<file path="src/design/rti_div.sv">
// Pipelined restoring divider, one quotient bit per stage, padded to LAT stages.
// Standalone; sideband is an opaque vector.
module rti_div #(
	parameter int DW  = 8,
	parameter int QB  = 4,
	parameter int LAT = 4,
	parameter int SBW = 1
) (
	input  logic           clk,
	input  logic           en,
	input  logic [DW-1:0]  den,
	input  logic [DW-1:0]  rem0,
	input  logic [QB-1:0]  nbits,
	input  logic [SBW-1:0] sb_in,
	output logic [QB-1:0]  quo,
	output logic           inexact,
	output logic [SBW-1:0] sb_out
);

	logic [DW-1:0]  rem_s [0:LAT];
	logic [QB-1:0]  quo_s [0:LAT];
	logic [QB-1:0]  nb_s  [0:LAT];
	logic [DW-1:0]  den_s [0:LAT];
	logic [SBW-1:0] sb_s  [0:LAT];

	assign rem_s[0] = rem0;
	assign quo_s[0] = '0;
	assign nb_s[0]  = nbits;
	assign den_s[0] = den;
	assign sb_s[0]  = sb_in;

	for (genvar k = 0; k < LAT; k++) begin : g_st
		if (k < QB) begin : g_step
			logic [DW:0] rs;
			logic        ge;
			assign rs = {rem_s[k], nb_s[k][QB-1]};
			assign ge = rs >= {1'b0, den_s[k]};
			always_ff @(posedge clk) begin
				if (en) begin
					rem_s[k+1] <= ge ? DW'(rs - {1'b0, den_s[k]}) : rs[DW-1:0];
					quo_s[k+1] <= {quo_s[k][QB-2:0], ge};
					nb_s[k+1]  <= nb_s[k] << 1;
					den_s[k+1] <= den_s[k];
					sb_s[k+1]  <= sb_s[k];
				end
			end
		end else begin : g_pass
			always_ff @(posedge clk) begin
				if (en) begin
					rem_s[k+1] <= rem_s[k];
					quo_s[k+1] <= quo_s[k];
					nb_s[k+1]  <= nb_s[k];
					den_s[k+1] <= den_s[k];
					sb_s[k+1]  <= sb_s[k];
				end
			end
		end
	end

	assign quo     = quo_s[LAT];
	assign inexact = |rem_s[LAT];
	assign sb_out  = sb_s[LAT];

endmodule

</file>
<file path="config.mk">
export PLATFORM = sky130hd
export DESIGN_NAME = rti_div
export DESIGN_NICKNAME = d
export VERILOG_FILES = /design/src/design/rti_div.sv
export SDC_FILE = /design/constraint.sdc
export NUM_CORES = 1
export LEC_CHECK = 0
export ABC_AREA = 1
export BUFFER_PORTS_ARGS = -buffer_cell sky130_fd_sc_hd__clkbuf_2
export CAP_MARGIN = 20
export CORE_MARGIN = 2
export CORE_UTILIZATION = 30
export CTS_CLUSTER_SIZE = 40
export DETAILED_ROUTE_END_ITERATION = 6
export GPL_TIMING_DRIVEN = 0
export SLEW_MARGIN = 20
export SYNTH_ARGS = -nofsm -noshare
export SYNTH_HDL_FRONTEND = slang
export SYNTH_SLANG_ARGS = --single-unit
export TNS_END_PERCENT = 30
</file>
<file path="constraint.sdc">
create_clock -name clk -period 2.6 [get_ports clk]
set_input_delay 0.65 -clock clk [delete_from_list [all_inputs] [get_ports clk]]
set_output_delay 0.65 -clock clk [all_outputs]
set_load 0.02 [all_outputs]
</file>
Yosys cells after proc, flatten, opt, wreduce, memory -nomap -nowiden
Index checks and enable logic that the tools add are counted.
{"block": "totals", "ff_bits": 76, "inputBits": 23, "out_inout_bits": 6}
{"block": "classes", "add_sub_neg": 4, "n_lt_le_gt_ge": 4, "n_mux": 4, "reduce_logical": 1}
{"operator": "greater-or-equal comparator 9 x 8 -> 1 bit", "n": 4}
{"operator": "2-to-1 mux 8 bit", "n": 4}
{"operator": "subtractor 8 bit", "n": 4}
{"operator": "OR reduction 8 bit", "n": 1}

Logic depth before layout (Yosys ltp)
{"block": "logic_depth", "ltp_word": 2, "ltp_mapped": 11}

Worst setup path after synthesis
Ideal clock, no wire load.
{"block": "synth_timing", "path_kind": "input port to flip-flop", "start": "in den[3]", "end": "reg rem_s (netlist bit g_st[1].g_step.rs[8]) (data pin)", "setup_time_ps": 252, "arrival_ps": 1764, "required_ps": 2348, "path_slack_ps": 584, "path_stages": 10, "n_path_buf": 0, "cell_sequence": "inv_1 > ha_1 > nand2_1 > inv_1 > a21oi_1 > nand2_1 > nand2_2 > nand2_4 > nand2_1 > nand2_1"}
{"block": "synth_via", "elab_chain_len": 2, "word_cells_on_any_way": 3, "cone_classes": "add/sub: 1; order compare: 1; mux: 1"}
{"element": "start, declared", "line": "11", "rtl": "input logic [DW-1:0] den,"}
{"element": "greater-or-equal comparator 9 x 8 -> 1 bit", "line": "37", "rtl": "assign ge = rs >= {1'b0, den_s[k]};"}
{"element": "named net g_st[0].g_step.ge", "line": "35", "rtl": "logic ge;"}
{"element": "2-to-1 mux 8 bit", "line": "40", "rtl": "rem_s[k+1] <= ge ? DW'(rs - {1'b0, den_s[k]}) : rs[DW-1:0];"}
{"element": "end signal, assigned by index", "line": "40"}
{"element": "end, declared", "line": "20", "rtl": "logic [DW-1:0] rem_s [0:LAT];"}
The timed path passes the listed nets, and every way through them passes these cells.
A chain may end at the register's enable or synchronous reset.

Final worst setup path
{"block": "layout_timing", "start": "reg den_s[19] in the netlist's numbering", "end": "reg rem_s (netlist bit g_st[3].g_step.rs[8]) (data pin)"}
{"block": "layout_via", "elab_chain_len": 2, "word_cells_on_any_way": 3, "cone_classes": "add/sub: 1; order compare: 1; mux: 1"}
{"element": "start, declared", "line": "23", "rtl": "logic [DW-1:0] den_s [0:LAT];"}
{"element": "start signal, assigned by index", "line": "43", "rtl": "den_s[k+1] <= den_s[k];"}
{"element": "greater-or-equal comparator 9 x 8 -> 1 bit", "line": "37"}
{"element": "named net g_st[2].g_step.ge", "line": "35"}
{"element": "2-to-1 mux 8 bit", "line": "40"}
The timed path passes the listed nets, and every way through them passes these cells.

==> flow_summary_export.csv <==
group,metric,value,unit
sta,slew_viol_final,0,
sta,max_freq,499,MHz
critical_path,worstPathArrival,2.09,ns
route,routed-via-count,3372,
synth,syn-cell-area,0.00459,mm²
floorplanning,die_h,128,µm
place,routabilityCongestion,0.888,
place,portBuffers,28,
synth,yosysUniqueCellTypes,23,
global_route,grt_pass1_vias,3468,
global_route,grt_usage,11.1,%
finish,diodes,0,
finish,regArea,0.00228,mm²
global_route,grt_overflow,0,
finish,multi_input_area,0.00189,mm²
synth,async_reset_ff_share,0,%
finish,area_delta_synth_final,15.4,%
clocking,cts_tree,"done",
floorplanning,die_x,128,µm
finish,drive_above_1_share,11.0,%
route,drc_errors,0,
synth,yosysMostFrequentCell,"nand2_1",
finish,fillers,1538,
finish,nNetsFinal,618,
sta,tns,0,ns
synth,synth-seq-cells,76,
sta,hold_slack,0.414,ns
route,drt-pass1-iter-count,4,
synth,yosysTopAreaCell,"edfxtp_1",
sta,period_share,77.0,%
critical_path,crit_type,"reg2reg",
sta,rsz0062_at_grt,"no",
synth,synth_edf_count,76,
synth,synth_commonest_cells,"170 x nand2_1, 92 x inv_1, 76 x edfxtp_1, 59 x nand3_1, 32 x ha_1",
clocking,htreeDepth,3,
critical_path,startpoint_type,"flip-flop",
sta,setup_violations,0,
clocking,clk-insertion-delay-late,0.33,ns
critical_path,crit_required,2.69,ns
global_route,grt_pass1_wl,14800,µm
route,drt_wl_total,8620,µm
critical_path,end_kind,"flip-flop",
synth,ys_seq_area_share,49.7,%
synth,ys_warn_count,0,
critical_path,startpoint,"den_s[19]",
sta,worstMarginPinSlew,0.483,ns
clocking,cts_sinks,76,
clocking,post_cts_buffers,0,
clocking,cts_root_buf,"clkbuf_16",
job,max-cap-violations,0,
power,leakagePower,2.58,nW
route,drt-initial-drc-count,170,
floorplanning,dieArea,0.0163,mm²
critical_path,critPathMaxFanout,9,
sta,relSlewSlack,67.8,%
floorplanning,io-pin-count,29,
floorplanning,rows,45,
route,viasPerCell,4.48,
global_route,antenna_found_initial,0,
clocking,post_cts_resized,0,
sta,finClkSkew,0.00574,ns
power,peakVddDrop,362,µV
sta,hold_violations,0,
clocking,hold_buffers,0,
route,wire_per_inst,11.5,µm
synth,synthTopCellsByArea,"edfxtp_1 50%, nand2_1 14%, ha_1 8.7%",
critical_path,r2r-start,"den_s[19]",
status,outcome,"complete, no violations",
worst_hold_path,min_path_type,"reg2reg",
sta,period_needed,2.00,ns
critical_path,worstRegToRegCells,10,
synth,syn-num-nets,578,
worst_hold_path,holdPathStages,0,
synth,yosysTopAreaCellShare,49.7,%
power,p_per_area,815,mW/mm²
synth,synthCells,519,
clocking,clockBufferDepth,2,
route,ant_nets,0,
clocking,path_clk_slew,0.06,ns
floorplanning,core,0.0151,mm²
clocking,cts_buffers,9,
synth,postSynthAreaPerCell,8.85,µm²
place,dpl.hpwl,6770,µm
global_route,grt_max_degree,45,
synth,synthFlopType,"edfxtp_1",
floorplanning,initial_core_util,30.4,%
worst_hold_path,min_from,"nb_s[14]",
-- worst max-delay path: stages, from the launching register on --
cell,delay [ns]
edfxtp_1,0.36
inv_1,0.05
ha_1,0.36
nand2_1,0.10
nor2_1,0.05
nand2_1,0.10
nor2_1,0.06
nor2_2,0.36
nand2_4,0.17
nand2_1,0.10
nand2_1,0.05
-- through the flow --
stage | cells | instance area [µm²] | worst slack [ns] | utilization [%] | total power, mW
4_1_cts | 752 | 5300 | 0.612 | 35.1 | 4.36
5_1_grt | 752 | 5300 | 0.432 | 35.1 | 4.64
3_3_place_gp | 735 | 4970 | 0.142 | 32.9 | 3.02
3_5_place_dp | 736 | 4990 | 0.256 | 33.1 | 3.05
6_report | 752 | 5300 | 0.598 | 35.1 | 4.32
2_1_floorplan | 519 | 4590 | 0.584 | - | 2.74
-- layout make-up --
| type | instances | area share [%] |
|---|---|---|
| Inverter | 92 | 6.52 |
| Tap cell | 188 | 4.44 |
| Multi-Input combinational cell | 343 | 35.7 |
| Clock inverter | 5 | 1.44 |
| Buffer | 8 | 1.42 |
| Sequential cell | 76 | 43.1 |
| Timing Repair Buffer | 29 | 3.07 |
| Clock buffer | 11 | 4.39 |
-- per-layer routing --
| layer | wire length, µm | share of wire (%) | track usage [%] | vias to the layer above |
|---|---|---|---|---|
| met4 | 224 | 2.6 | 5.04 | 0 |
| met1 | 3620 | 42 | 11.2 | 1520 |
| met3 | 350 | 4.1 | 2.92 | 20 |
| li1 | - | - | - | 1759 |
| met5 | 0 | 0 | 0 | - |
| met2 | 4420 | 51 | 21.4 | 73 |
-- registers in the layout, indices dropped and copies added, names as in the netlist --
register        cells
g_st.g_step.rs     27
den_s              24
nb_s                3
quo                 4
sb_out              1
sb_s                3
quo_s               6
rem_s               8
-- worst paths after layout --
| path | endpoint | slack, ns |
|---|---|---|
| worst max-delay path | g_st[3].g_step.rs[8] | 0.60 |
| worst min-delay path | g_st[2].g_step.rs[0] | 0.41 |
| worst max register to register | g_st[3].g_step.rs[8] | 0.60 |
| worst min register to register | g_st[2].g_step.rs[0] | 0.41 |
-- placed cells by master, fill, tap and decap left out --
master     instances
nand2_4            3
buf_6              4
nand2_1          170
or2_1              1
nand3b_1           2
nor2_2             4
nand3_1           59
nand4_1            7
and2_1             1
clkbuf_16          9
edfxtp_1          76
nor4_1             2
nor2_1            20
xnor2_1            5
a21oi_1           15
clkinv_1           2
inv_1             92
clkinv_4           1
ha_1              32
buf_4              4
nand2_2            5
nand2_8            1
buf_12             1
or2_0              1
clkbuf_1           2
nor3_1             4
xor2_1             7
clkbuf_4           1
bufinv_16          2
fa_1               4
clkbuf_2          27
-- where the power goes --
part,internal [mW],leakage [nW],switching [mW]
Clock,0.835,0.149,0.455
Sequential,1.63,0.745,0.0939
Combinational,0.509,1.69,0.794
Total,2.97,2.58,1.34
-- cell families after synthesis --
| logic type | synth area share, % |
|---|---|
| flip-flops | 49.7 |
| adder cells (fa/ha/maj) | 10.5 |
| AO/OA/AOI/OAI | 1.63 |
| AND/OR/NAND/NOR | 26.8 |
| buffers and inverters | 9.16 |
| XOR/XNOR | 2.29 |
Note: power is estimated with default switching activity, not from simulation.
